<file path="config.mk">
export PLATFORM = sky130hd
export DESIGN_NAME = lru_page_replacement_top
export DESIGN_NICKNAME = d
export VERILOG_FILES = /design/src/rtl/lrupr_pkg.sv /design/src/rtl/lrupr_table.sv /design/src/rtl/lru_page_replacement_top.sv
export SDC_FILE = /design/constraint.sdc
export NUM_CORES = 1
export LEC_CHECK = 0
export ABC_AREA = 1
export ABC_CLOCK_PERIOD_IN_PS = 5000
export BUFFER_PORTS_ARGS = -buffer_cell sky130_fd_sc_hd__buf_4
export CAP_MARGIN = 25
export CELL_PAD_IN_SITES_DETAIL_PLACEMENT = 0
export CELL_PAD_IN_SITES_GLOBAL_PLACEMENT = 1
export CORE_MARGIN = 2
export CORE_UTILIZATION = 48
export DETAILED_ROUTE_END_ITERATION = 10
export PLACE_DENSITY_LB_ADDON = 0.1
export SYNTH_ARGS = -nofsm -noshare
export SYNTH_HDL_FRONTEND = slang
export SYNTH_SLANG_ARGS = --single-unit
</file>
<file path="constraint.sdc">
create_clock -name clk -period 5 [get_ports clk]
set_input_delay 1.5 -clock clk [delete_from_list [all_inputs] [get_ports clk]]
set_output_delay 1.5 -clock clk [all_outputs]
set_load 0.05 [all_outputs]
</file>
<file path="src/rtl/lrupr_pkg.sv">
`timescale 1ns / 1ps
// Package for the LRU page replacement block: table sizes, widths, the
// sequencer state type and the structs passed between the top level and the table.
package lrupr_pkg;

  localparam int FRAMES    = 8;
  localparam int PAGE_BITS = 16;
  localparam int FRAME_W   = (FRAMES > 1) ? $clog2(FRAMES) : 1;
  localparam int CNT_W     = $clog2(FRAMES + 1);
  localparam int CFG_W     = 4;
  localparam int FAULT_W   = 32;

  typedef enum logic [1:0] {
    ST_IDLE,
    ST_SCAN,
    ST_UPDATE
  } lrupr_state_t;

  typedef struct packed {
    logic                 valid;
    logic [FRAME_W-1:0]   rank;
    logic [PAGE_BITS-1:0] page;
  } lrupr_rd_t;

  typedef struct packed {
    logic                 en;
    logic                 wr_page;
    logic                 clear;
    logic [FRAME_W-1:0]   frame;
    logic [PAGE_BITS-1:0] page;
    logic [CNT_W-1:0]     old_rank;
  } lrupr_upd_t;

endpackage

</file>
<file path="src/rtl/lrupr_table.sv">
`timescale 1ns / 1ps
// Frame table: page numbers, valid bits and recency ranks, one read port.
// Depends on lrupr_pkg for sizes and the read and update structs.
module lrupr_table (
  input  logic                         clk,
  input  logic                         rst,
  input  logic [lrupr_pkg::FRAME_W-1:0] rd_addr,
  output lrupr_pkg::lrupr_rd_t         rd,
  output logic [lrupr_pkg::CNT_W-1:0]  valid_count,
  input  lrupr_pkg::lrupr_upd_t        upd
);
  import lrupr_pkg::*;

  logic [PAGE_BITS-1:0] frame_page [FRAMES];
  logic [FRAMES-1:0]    frame_valid;
  logic [FRAME_W-1:0]   recency_rank [FRAMES];

  always_ff @(posedge clk) begin
    if (upd.en && upd.wr_page) begin
      frame_page[upd.frame] <= upd.page;
    end
  end

  always_ff @(posedge clk) begin
    if (rst) begin
      frame_valid <= '0;
      for (int i = 0; i < FRAMES; i++) begin
        recency_rank[i] <= '0;
      end
    end else if (upd.en) begin
      if (upd.clear) begin
        frame_valid <= '0;
        for (int i = 0; i < FRAMES; i++) begin
          recency_rank[i] <= '0;
        end
      end else begin
        for (int i = 0; i < FRAMES; i++) begin
          if (FRAME_W'(i) == upd.frame) begin
            frame_valid[i]  <= 1'b1;
            recency_rank[i] <= '0;
          end else if (frame_valid[i] && (CNT_W'(recency_rank[i]) < upd.old_rank)) begin
            recency_rank[i] <= recency_rank[i] + 1'b1;
          end
        end
      end
    end
  end

  assign rd.valid    = frame_valid[rd_addr];
  assign rd.rank     = recency_rank[rd_addr];
  assign rd.page     = frame_page[rd_addr];
  assign valid_count = CNT_W'($countones(frame_valid));

endmodule

</file>
<file path="src/rtl/lru_page_replacement_top.sv">
`timescale 1ns / 1ps
// Top level of the LRU page replacement block: sequencer, fault counter and
// result register. Depends on lrupr_pkg and lrupr_table.
//
// Channel | Direction | Handshake            | Word
// in      | input     | in_valid / in_stall  | page_number, last_in_sequence
// out     | output    | out_valid / out_stall| page_fault, frame_index, fault_count, sequence_end
// cfg     | input     | cfg_we               | cfg_wdata (frames in use)
//
// A reference passes through an accept state, a scan state that compares one
// active frame at a time (stopping early at the first hit) and an update state.
// The update cycle waits while the result register is full and stalled.
// Reset is synchronous; it empties the table, zeroes the fault count and
// sets the frames in use to eight.
module lru_page_replacement_top (
  input  logic                           clk,
  input  logic                           rst,
  input  logic                           in_valid,
  output logic                           in_stall,
  input  logic [lrupr_pkg::PAGE_BITS-1:0] page_number,
  input  logic                           last_in_sequence,
  output logic                           out_valid,
  input  logic                           out_stall,
  output logic                           page_fault,
  output logic [2:0]                     frame_index,
  output logic [lrupr_pkg::FAULT_W-1:0]  fault_count,
  output logic                           sequence_end,
  input  logic                           cfg_we,
  input  logic [lrupr_pkg::CFG_W-1:0]    cfg_wdata
);
  import lrupr_pkg::*;

  lrupr_state_t         state;
  lrupr_state_t         state_next;
  logic [CFG_W-1:0]     frames_in_use;
  logic [CNT_W-1:0]     n_act;
  logic [FRAME_W-1:0]   idx;
  logic [PAGE_BITS-1:0] page_r;
  logic                 last_r;
  logic                 hit_found;
  logic [FRAME_W-1:0]   hit_idx;
  logic                 empty_found;
  logic [FRAME_W-1:0]   empty_idx;
  logic [FRAME_W-1:0]   worst_rank;
  logic [FRAME_W-1:0]   worst_idx;
  logic [FAULT_W-1:0]   faults_seen;
  logic [FAULT_W-1:0]   faults_next;
  logic [FRAME_W-1:0]   sel_frame;
  logic [FRAME_W-1:0]   rd_addr;
  logic                 in_accept;
  logic                 upd_fire;
  logic                 hit_now;
  logic                 scan_last;
  logic [CNT_W-1:0]     valid_count;
  lrupr_rd_t            rd;
  lrupr_upd_t           upd;

  lrupr_table u_table (
    .clk         (clk),
    .rst         (rst),
    .rd_addr     (rd_addr),
    .rd          (rd),
    .valid_count (valid_count),
    .upd         (upd)
  );

  always_comb begin
    if (frames_in_use == '0) begin
      n_act = CNT_W'(1);
    end else if (frames_in_use > CFG_W'(FRAMES)) begin
      n_act = CNT_W'(FRAMES);
    end else begin
      n_act = CNT_W'(frames_in_use);
    end
  end

  assign in_accept = in_valid && !in_stall;
  assign hit_now   = rd.valid && (rd.page == page_r);
  assign scan_last = (CNT_W'(idx) == (n_act - CNT_W'(1)));

  always_comb begin
    if (hit_found) begin
      sel_frame = hit_idx;
    end else if (empty_found) begin
      sel_frame = empty_idx;
    end else begin
      sel_frame = worst_idx;
    end
  end

  assign faults_next = (!hit_found && (faults_seen != '1)) ? faults_seen + 1'b1 : faults_seen;

  always_comb begin
    state_next = state;
    case (state)
      ST_IDLE: begin
        if (in_valid) begin
          state_next = ST_SCAN;
        end
      end
      ST_SCAN: begin
        if (hit_now || scan_last) begin
          state_next = ST_UPDATE;
        end
      end
      ST_UPDATE: begin
        if (!out_valid || !out_stall) begin
          state_next = ST_IDLE;
        end
      end
      default: state_next = ST_IDLE;
    endcase
  end

  always_comb begin
    in_stall = 1'b1;
    upd_fire = 1'b0;
    rd_addr  = idx;
    case (state)
      ST_IDLE: begin
        in_stall = rst;
      end
      ST_SCAN: begin
        rd_addr = idx;
      end
      ST_UPDATE: begin
        rd_addr  = sel_frame;
        upd_fire = !out_valid || !out_stall;
      end
      default: begin
        in_stall = 1'b1;
      end
    endcase
  end

  always_comb begin
    upd.en       = upd_fire;
    upd.wr_page  = !hit_found;
    upd.clear    = last_r;
    upd.frame    = sel_frame;
    upd.page     = page_r;
    upd.old_rank = rd.valid ? CNT_W'(rd.rank) : valid_count;
  end

  always_ff @(posedge clk) begin
    if (rst) begin
      state         <= ST_IDLE;
      frames_in_use <= CFG_W'(8);
      faults_seen   <= '0;
      out_valid     <= 1'b0;
    end else begin
      state <= state_next;
      if (cfg_we) begin
        frames_in_use <= cfg_wdata;
      end
      if (upd_fire) begin
        faults_seen <= last_r ? '0 : faults_next;
        out_valid   <= 1'b1;
      end else if (!out_stall) begin
        out_valid <= 1'b0;
      end
    end
  end

  always_ff @(posedge clk) begin
    if (in_accept) begin
      idx         <= '0;
      page_r      <= page_number;
      last_r      <= last_in_sequence;
      hit_found   <= 1'b0;
      empty_found <= 1'b0;
    end else if (state == ST_SCAN) begin
      idx <= idx + 1'b1;
      if (!hit_found && hit_now) begin
        hit_found <= 1'b1;
        hit_idx   <= idx;
      end
      if (!empty_found && !rd.valid) begin
        empty_found <= 1'b1;
        empty_idx   <= idx;
      end
      if ((idx == '0) || (rd.rank > worst_rank)) begin
        worst_rank <= rd.rank;
        worst_idx  <= idx;
      end
    end
  end

  always_ff @(posedge clk) begin
    if (upd_fire) begin
      page_fault   <= !hit_found;
      frame_index  <= 3'(sel_frame);
      fault_count  <= faults_next;
      sequence_end <= last_r;
    end
  end

`ifndef NO_ASSERTIONS
  a_scan_in_range: assert property (@(posedge clk) disable iff (rst)
    (state == ST_SCAN) |-> (CNT_W'(idx) < n_act))
    else $error("scan index beyond frames in use");

  a_result_from_update: assert property (@(posedge clk) disable iff (rst)
    $rose(out_valid) |-> $past(state == ST_UPDATE))
    else $error("result appeared without an update cycle");

  a_fault_counted: assert property (@(posedge clk) disable iff (rst)
    (out_valid && page_fault) |-> (fault_count != '0))
    else $error("fault reported with zero fault count");

  a_victim_full: assert property (@(posedge clk) disable iff (rst)
    ((state == ST_UPDATE) && !hit_found && !empty_found) |-> (valid_count >= n_act))
    else $error("replacement chosen while an active frame is empty");
`endif

endmodule
</file>
Word-level counts from Yosys, hierarchy flattened

Memory sizes are Yosys's and may differ from the RTL's.
Index checks and enable logic that the tools add are counted.

$add $sub $neg: 18
$lt $le $gt $ge: 11
Equality and inequality tests: 16
Mux-type cells: 147
Bitwise operators: 25
Reductions and logical operators: 49

Operators with widths:

| kind                    | count |
|---|---|
| $mux W1                 | 109 |
| $mux W3                 | 27 |
| $mux W32                | 2 |
| $add A32 B1 Y32 const B | 1 |
| $lt A3 B4 Y1            | 8 |
| $ne A32 B32 Y1 const B  | 1 |
| $add A3 B1 Y3 const B   | 9 |
| $or A1 B1 Y1            | 24 |
| $reduce_and A2 Y1       | 10 |
| $eq A16 B16 Y1          | 1 |
| $reduce_bool A2 Y1      | 8 |
| $logic_and A1 B1 Y1     | 14 |
| $add A4 B4 Y4           | 3 |
| $eq A3 B3 Y1 const A    | 4 |
| $mux W4                 | 3 |
| $reduce_and A3 Y1       | 4 |
| $add A1 B1 Y2           | 4 |
| $mux W8                 | 1 |
| $eq A2 B3 Y1 const A    | 2 |
| $logic_not A1 Y1        | 6 |
| $logic_not A3 Y1        | 2 |
| $mux W2                 | 3 |
| $ne A2 B2 Y1 const B    | 3 |
| $pmux W2 S3             | 1 |
| other kinds (14)        | 16 |

Flip-flop bits (word level): 118
RAM bits: 152
Bits of input ports: 26
Output and inout bits: 39
Logic and storage cells: 293
Memories: 2

Memories:

| name                 | depth | bits a word | read ports | clocked after memory_dff | wr ports | line              | text |
|---|---|---|---|---|---|---|---|
| u_table.frame_page   | 8     | 16          | 1          | 0                        | 1        | lrupr_table.sv:14 | `logic [PAGE_BITS-1:0] frame_page [FRAMES];` |
| u_table.recency_rank | 8     | 3           | 9          | 0                        | 8        | lrupr_table.sv:16 | `logic [FRAME_W-1:0] recency_rank [FRAMES];` |

Longest topological paths before layout

Gate-level depths: netlist of run 1.

Word-level depth: 15
Mapped depth: 20

Modules after synthesis

From an unflattened synthesis of run 1, not the netlist that was laid out.

Cells, all modules: 1535
Area total of the unflattened synthesis: 13457.9 µm²

By module, submodules not included:

| module                   | instances | cells an instance | area each (µm²) |
|---|---|---|---|
| lrupr_table              | 1         | 798               | 7711.1 |
| lru_page_replacement_top | 1         | 737               | 5746.8 |

Worst setup path after synthesis of run 1

Ideal clock, no wire load.

Path kind: in2reg
Start: in out_stall
End: mem u_table.recency_rank[0][0] in the netlist's numbering (enable)
Setup time: 306 ps
Arrival time: 4259 ps
Data required time: 4694 ps
Path slack: 434 ps
Stages: 11
Path buffers: 0
Cells stage by stage: nand2_1 -> inv_1 -> nor2_2 -> clkinv_1 -> nor2_1 -> inv_1 -> nor2_2 -> nand3_1 -> inv_1 -> nand2_1 -> nand3_1

RTL lines:

| what            | line                           | text |
|---|---|---|
| start, declared | lru_page_replacement_top.sv:23 | `input logic out_stall,` |
| end, declared   | lrupr_table.sv:16              |  |

Worst setup path after layout of run 1

Start: in rst
End: out in_stall

Word-level cells in the longest chain between the ends: 1

Ends and longest elaborated chain:

| what            | line                            | text |
|---|---|---|
| start, declared | lru_page_replacement_top.sv:17  | `input logic rst,` |
| $mux W1         | lru_page_replacement_top.sv:119 | `case (state)` |
| end, declared   | lru_page_replacement_top.sv:19  | `output logic in_stall,` |

Every way passes these cells.

==> results of run 1 <==
==> sequential cells by signal, indices dropped and copies added (netlist names) <==
register and count:
fault_count 32, frame_index 3, hit_idx 3, empty_idx 3
last_r 1, faults_seen 32, idx 3, sequence_end 1
u_table.recency_rank 24, state 2, page_r 16, u_table.frame_page 128
page_fault 1, worst_idx 3, frames_in_use 4, out_valid 1
u_table.frame_valid 8, worst_rank 3, hit_found 1, empty_found 1
==> final timing paths <==
| check | to | cells past startpoint | startpoint |
|---|---|---|---|
| min | faults_seen[4] | 2 | faults_seen[4] |
| max reg2reg | worst_rank[2] | 15 | hit_found |
| min reg2reg | faults_seen[4] | 2 | faults_seen[4] |
| max | in_stall | 4 | rst |
==> cells in the final DEF (no fill, tap or decap), types with 2 or more instances in the layout <==
master and instances:
o21ai_2 4, o21ai_0 25, inv_1 132, nand4_1 10, or2_4 2, nand2_2 6, xnor2_1 20, clkbuf_1 7
edfxtp_1 218, a21oi_1 65, clkinv_1 7, xor2_1 20, nand3_1 200, clkbuf_16 30, a221o_1 2, or2_2 4
nor3_1 21, nor4_1 5, nand2_1 354, nand3b_1 11, o21ai_1 2, nor2_1 93, clkinv_2 9, buf_4 84
inv_2 4, fa_1 4, ha_1 29, dfxtp_1 52, nor2_2 9
==> layer usage <==
metal,up-vias,global-route usage (%),wire length [microns]
met3,45,2.99,1680
met1,4413,32.7,14800
met5,-,0,0
met4,0,5.67,580
li1,4714,-,-
met2,217,35.7,14300
==> power by group through the flow <==
stage / Sequential [mW] / Combinational, mW / Clock [mW]
floorplan: 2.99 / 1.99 / 0
global placement: 2.86 / 2.93 / 0
detailed placement: 2.87 / 2.97 / 0
CTS: 2.82 / 2.98 / 2.09
global route: 2.84 / 3.34 / 2.17
finish: 2.82 / 2.97 / 2.05
==> cell usage after synthesis (2+ instances only) <==
cell type / number
nand2_1: 354
buf_4: 5
nand3_1: 200
buf_6: 7
or2_2: 4
o21ai_0: 25
nand3b_1: 11
nor4_1: 5
inv_1: 132
xnor2_1: 20
edfxtp_1: 218
nor3_1: 21
a21oi_1: 65
dfxtp_1: 52
or2_4: 2
o21ai_1: 2
ha_1: 29
nor2_2: 2
nor2_1: 101
xor2_1: 20
nand4_1: 10
fa_1: 4
a221o_1: 2
buf_1: 3
o21ai_2: 4
clkbuf_1: 15
nand2_2: 6
inv_2: 4
buf_2: 14
==> cell families after synthesis <==
kind of cell | Yosys count | share of synthesized area (%)
adders and majority gates | 33 | 3.43
DFF | 270 | 58.8
buffers and inverters | 182 | 6.00
AOI/OAI and AO/OA | 104 | 4.44
xor gates and xnor gates | 40 | 2.71
and+or+nand+nor | 724 | 24.6
==> tightest hold or removal path: stages (launching register included) <==
cell and delay [ns]:
dfxtp_1 0.32, nand2_1 0.06, a21oi_1 0.05
==> area by class of cell <==
| type | instances | area, sq um |
|---|---|---|
| well taps | 341 | 427 |
| fillers | 2387 | 12000 |
| clock inverters | 18 | 123 |
| flip-flops and latches | 270 | 7590 |
| repair buffers | 85 | 651 |
| multi-input cells | 901 | 4580 |
| inverters | 138 | 520 |
| clock buffers | 38 | 791 |
==> reports/qor.yml, run 1 <==
outcome: "complete, no violations"
yosysWarnings: 0
cp_slowest_stage_delay_ns: 0.38
cts_root_buf: "clkbuf_16"
ios: 65
num_vias: 9389
synth-main-ff-cell: "edfxtp_1"
max-slew-margin-rel_pct: 35.0
layout.cells.non_filler: 1791
synth_top_area_share_pct: 50.7
post_cts_buffers: 0
clkSinkCount: 270
finalCriticalPeriod_ns: 4.06
switchingPower_mw: 3.09
routed_wl_microns: 31300
clk_latency_ns: 0.57
required_ns: 3.50
holdWs_ns: 0.489
r2r_slack_ns: 1.13
cp_top_family: "buffers and inverters"
seq_power_share_pct: 36.0
p_total_mw: 7.84
path_clk_slew_ns: 0.05
timing_hold_violations_final: 0
fin_area_sq_um: 14700
syn_nets: 1412
grt_pass1_wl_microns: 50000
slew_violations: 0
grt_max_degree: 64
drv_cap: 0
crit_type: "in -> out"
cts_buffer_depth: 3
initialDrtViolationCount: 735
synth_area_per_cell_sq_um: 9.54
worstMarginPinSlew_ns: 0.973
wl_per_cell_microns: 17.5
synth-edff-count: 218
n_antenna_cell: 0
initial_utilization_pct: 48.4
setup_ws_ns: 0.943
fmax_ghz: 0.247
vdd_drop_max_v: 0.000320
crit_path_frequent_cell: "buf_4"
slowest_stage: "buf_4"
yosys.area.top_type: "edfxtp_1"
portBuffers: 64
critPathArrivalTime_ns: 2.56
cts_tree: "built"
clkPwrFrac_pct: 26.1
async_flop_share_pct: 0
synth.cell_area_sq_um: 12900
core-area_sq_um: 26700
gp_congestion: 0.830
sw_frac_of_total_pct: 39.4
post-route-period-util_pct: 81.1
fp.dieH_microns: 168
final_nets: 1485
combPwrFrac_pct: 37.9
placedCellCount: 1735
die_width_microns: 168
crit_fanout: 40
p_int_mw: 4.75
grt_pass1_vias: 9031
cp-end-kind: "output pin"
fin_util_pct: 55.1
synthTopCellsByArea: "edfxtp_1 51%, nand2_1 10%, dfxtp_1 8.1%"
drtPass1Iterations: 5
fin_skew_ns: 0.0193
dieArea_sq_um: 28200
synth_cell_types: 45
pre_cts_slack_ns: 0.927
grt_overflow: 0
critPathLaunchType: "input pin"
vias_per_cell: 5.24
postCtsResizedCells: 0
grt_use_total_pct: 22.4
fp-row-count: 60
leakage_nw: 5.78
setup_tns_ns: 0
holdBufCountCts: 0
crit_buf_inv: 3
dpl_cell_area_sq_um: 13800
drcViolationCount: 0
antenna_found_initial: 0
ant_nets: 0
yosysSeqAreaShare_pct: 58.8
syn_to_final_growth_pct: 13.7
drive_above_1_share_pct: 11.4
htreeDepth: 1
hold_class: "reg -> reg"
cts_made_buffers: 30
yosys_register_bits: 270
rsz0062_at_grt: "false"
path_cells: "buf_4 > inv_1 > nand2_1 > buf_4"
synthCells: 1353
setup_viol: 0
power_density_nw_per_um2: 534
place_hpwl_microns: 20100
(Power assumes the default switching activity.)
==> run 2, diff against run 1 <==
Settings changed: ABC_CLOCK_PERIOD_IN_PS 5000 to 3700, CORE_UTILIZATION 48 to 43.
Clock period 5 ns to 3.7 ns, I/O delays scaled along.
==> run 2 against run 1 <==
Net effect:
- die area up 11%
- sequential power is 35% higher
- first-iteration DRC count grew 6.0%
- core utilization is 4.8 points lower
- critical path depth increased by 10
- cell count rose by 3.1%
- global-route usage is 1.6 points lower
==> reports/qor.yml, run 2 (synthesized netlist as in run 1, its figures left out) <==
seq_power_share_pct: 35.3  # was 36.0%
crit_path_start: "u_table.frame_valid[6]"  # was rst
critPathArrivalTime_ns: 3.71  # was 2.56 ns
clk_latency_ns: 0.56  # was 0.57 ns
rsz0062_at_grt: "false"  # unchanged
cts_tree: "built"  # unchanged
ios: 65  # unchanged
grt_pass1_vias: 8930  # was 9031
cp_slowest_stage_delay_ns: 0.55  # was 0.38 ns
register_area_sq_um: 7590  # unchanged
hold_class: "reg -> reg"  # unchanged
drv_cap: 0  # unchanged
htreeDepth: 1  # unchanged
crit_fanout: 11  # was 40
largest_reg_flops: 128  # unchanged
sw_frac_of_total_pct: 38.9  # was 39.4%
die_width_microns: 177  # was 168 microns
r2r-start: "u_table.frame_valid[6]"  # was hit_found
clkPwrFrac_pct: 26.2  # was 26.1%
hold_start: "faults_seen[15]"  # was faults_seen[4]
critPathLaunchType: "flip-flop"  # was input pin
slowest_stage: "fa_1"  # was buf_4
cts_root_buf: "clkbuf_16"  # unchanged
multi_input_area_sq_um: 4590  # was 4580 sq um
cp_top_family: "adder cells"  # was buffers and inverters
post-route-period-util_pct: 92.8
fp-row-count: 63  # was 60
nFillCells: 2798  # was 2387
combPwrFrac_pct: 38.5  # was 37.9%
place_hpwl_microns: 20900  # was 20100 microns
num_vias: 9377  # was 9389
cts_buffer_depth: 3  # unchanged
switchingPower_mw: 4.18  # was 3.09 mW
timing_hold_violations_final: 0  # unchanged
grt_use_total_pct: 20.9  # was 22.4%
dpl_cell_area_sq_um: 13900  # was 13800 sq um
fmax_ghz: 0.291
core-area_sq_um: 29600  # was 26700 sq um
clkSinkCount: 270  # unchanged
setup_viol: 0  # unchanged
power_density_nw_per_um2: 724  # was 534 nW/um^2
fin_util_pct: 50.3  # was 55.1%
layout_common_cells: "353 x nand2_1, 218 x edfxtp_1, 200 x nand3_1, 132 x inv_1, 91 x nor2_1"  # was 354 x nand2_1, 218 x edfxtp_1, 200 x nand3_1, 132 x inv_1, 93 x nor2_1
cp-end-kind: "flip-flop"  # was output pin
path_cells: "ha_1 > fa_1 > fa_1 > ha_1 > inv_1 > fa_1 > nand2_1 > nand2_4 > buf_4 > nand2_1 > nand3b_1 > nand3_1 > nand2_1 > nand3_1"  # was buf_4 > inv_1 > nand2_1 > buf_4
antenna_found_initial: 0  # unchanged
syn_to_final_growth_pct: 15.2  # was 13.7%
setup_ws_ns: 0.267  # was 0.943 ns
final_nets: 1492  # was 1485
slew_violations: 0  # unchanged
drtPass1Iterations: 5  # unchanged
layout.cells.non_filler: 1846  # was 1791
routed_wl_microns: 32100  # was 31300 microns
pre_cts_slack_ns: 0.0896  # was 0.927 ns
portBuffers: 64  # unchanged
placedCellCount: 1792  # was 1735
ant_nets: 0  # unchanged
fin_skew_ns: 0.00940  # was 0.0193 ns
regMostFlops: "u_table.frame_page"  # unchanged
n_antenna_cell: 0  # unchanged
dieArea_sq_um: 31400  # was 28200 sq um
drcViolationCount: 0  # unchanged
vdd_drop_max_v: 0.000381  # was 0.000320 V
initial_utilization_pct: 43.7  # was 48.4%
drive_above_1_share_pct: 12.3  # was 11.4%
vias_per_cell: 5.08  # was 5.24
grt_overflow: 0  # unchanged
crit_type: "reg -> reg"  # was in -> out
layout_commonest_cell: "nand2_1"  # unchanged
gp_congestion: 0.852  # was 0.830
p_int_mw: 6.58  # was 4.75 mW
max-slew-margin-rel_pct: 46.3  # was 35.0%
initialDrtViolationCount: 779  # was 735
leakage_nw: 5.85  # was 5.78 nW
wl_per_cell_microns: 17.4  # was 17.5 microns
crit_buf_inv: 2  # was 3
outcome: "complete, no violations"  # unchanged
finalCriticalPeriod_ns: 3.43
fp.dieH_microns: 177  # was 168 microns
worstMarginPinSlew_ns: 0.805  # was 0.973 ns
grt_max_degree: 40  # was 64
fin_area_sq_um: 14900  # was 14700 sq um
reg_top3: "u_table.frame_page: 128 flops, fault_count: 32 flops, faults_seen: 32 flops"  # unchanged
cts_made_buffers: 29  # was 30
setup_tns_ns: 0  # unchanged
grt_pass1_wl_microns: 50700  # was 50000 microns
required_ns: 3.98  # was 3.50 ns
path_clk_slew_ns: 0.06  # was 0.05 ns
-- run 2: cell count changes in the layout (fill, tap and decap cells not counted), moves of 3 or more --
| cell | before | now |
|---|---|---|
| buf_4 | 84 | 89 |
| buf_12 | 1 | 4 |
| clkinv_1 | 7 | 1 |
| clkinv_2 | 9 | 6 |
| clkbuf_8 | 1 | 4 |
-- run 2: final timing paths --
path                                                   end  slack (ns)  depth (start not counted)
worst max-delay path            u_table.recency_rank[4][2]        0.27                         14
worst min-delay path                       faults_seen[15]        0.48                          2
worst max register to register  u_table.recency_rank[4][2]        0.27                         14
worst min register to register             faults_seen[15]        0.48                          2
-- run 2: area by class of cell --
type	instances	area share [%]
Clock inverter	10	0.471
Tap cell	390	3.28
Sequential cell	270	51.0
Clock buffer	44	5.82
Timing Repair Buffer	93	5.03
Multi-Input combinational cell	901	30.9
Inverter	138	3.50
-- run 2: metal layers --
| layer | GRT usage, % | routed length (microns) | up-vias |
|---|---|---|---|
| li1 | - | - | 4719 |
| met1 | 29.9 | 15300 | 4412 |
| met2 | 33.6 | 14800 | 206 |
| met3 | 3.11 | 1550 | 40 |
| met4 | 4.55 | 543 | 0 |
| met5 | 0 | 0 | - |
-- run 2: repair_timing --
action                                  4_1_cts  5_1_grt
hold buffers                                  0        0
setup buffers                                 0        0
resized for setup                             0        2
endpoints found under the setup margin        0       34
-- run 2: metrics by stage --
step                      hold WS (ns)  total power [mW]
after floorplan                  0.451              6.73
after global placement           0.468              7.98
after detailed placement         0.479              8.00
after CTS                        0.489              10.8
after global routing             0.509              11.5
final                            0.484              10.8
-- run 2: tightest hold or removal path, delay by kind of cell (launching register included) --
| family | cells | cell delay (ns) |
|---|---|---|
| flops | 1 | 0.32 |
| compound gates | 1 | 0.06 |
| simple gates | 1 | 0.06 |
-- run 2: power groups by stage --
stage	clock (mW)	sequential, mW	combinational, mW
floorplan	0	4.03	2.69
finish	2.82	3.80	4.14
global route	3.01	3.84	4.64
detailed placement	0	3.87	4.13
CTS	2.89	3.81	4.14
global placement	0	3.86	4.11
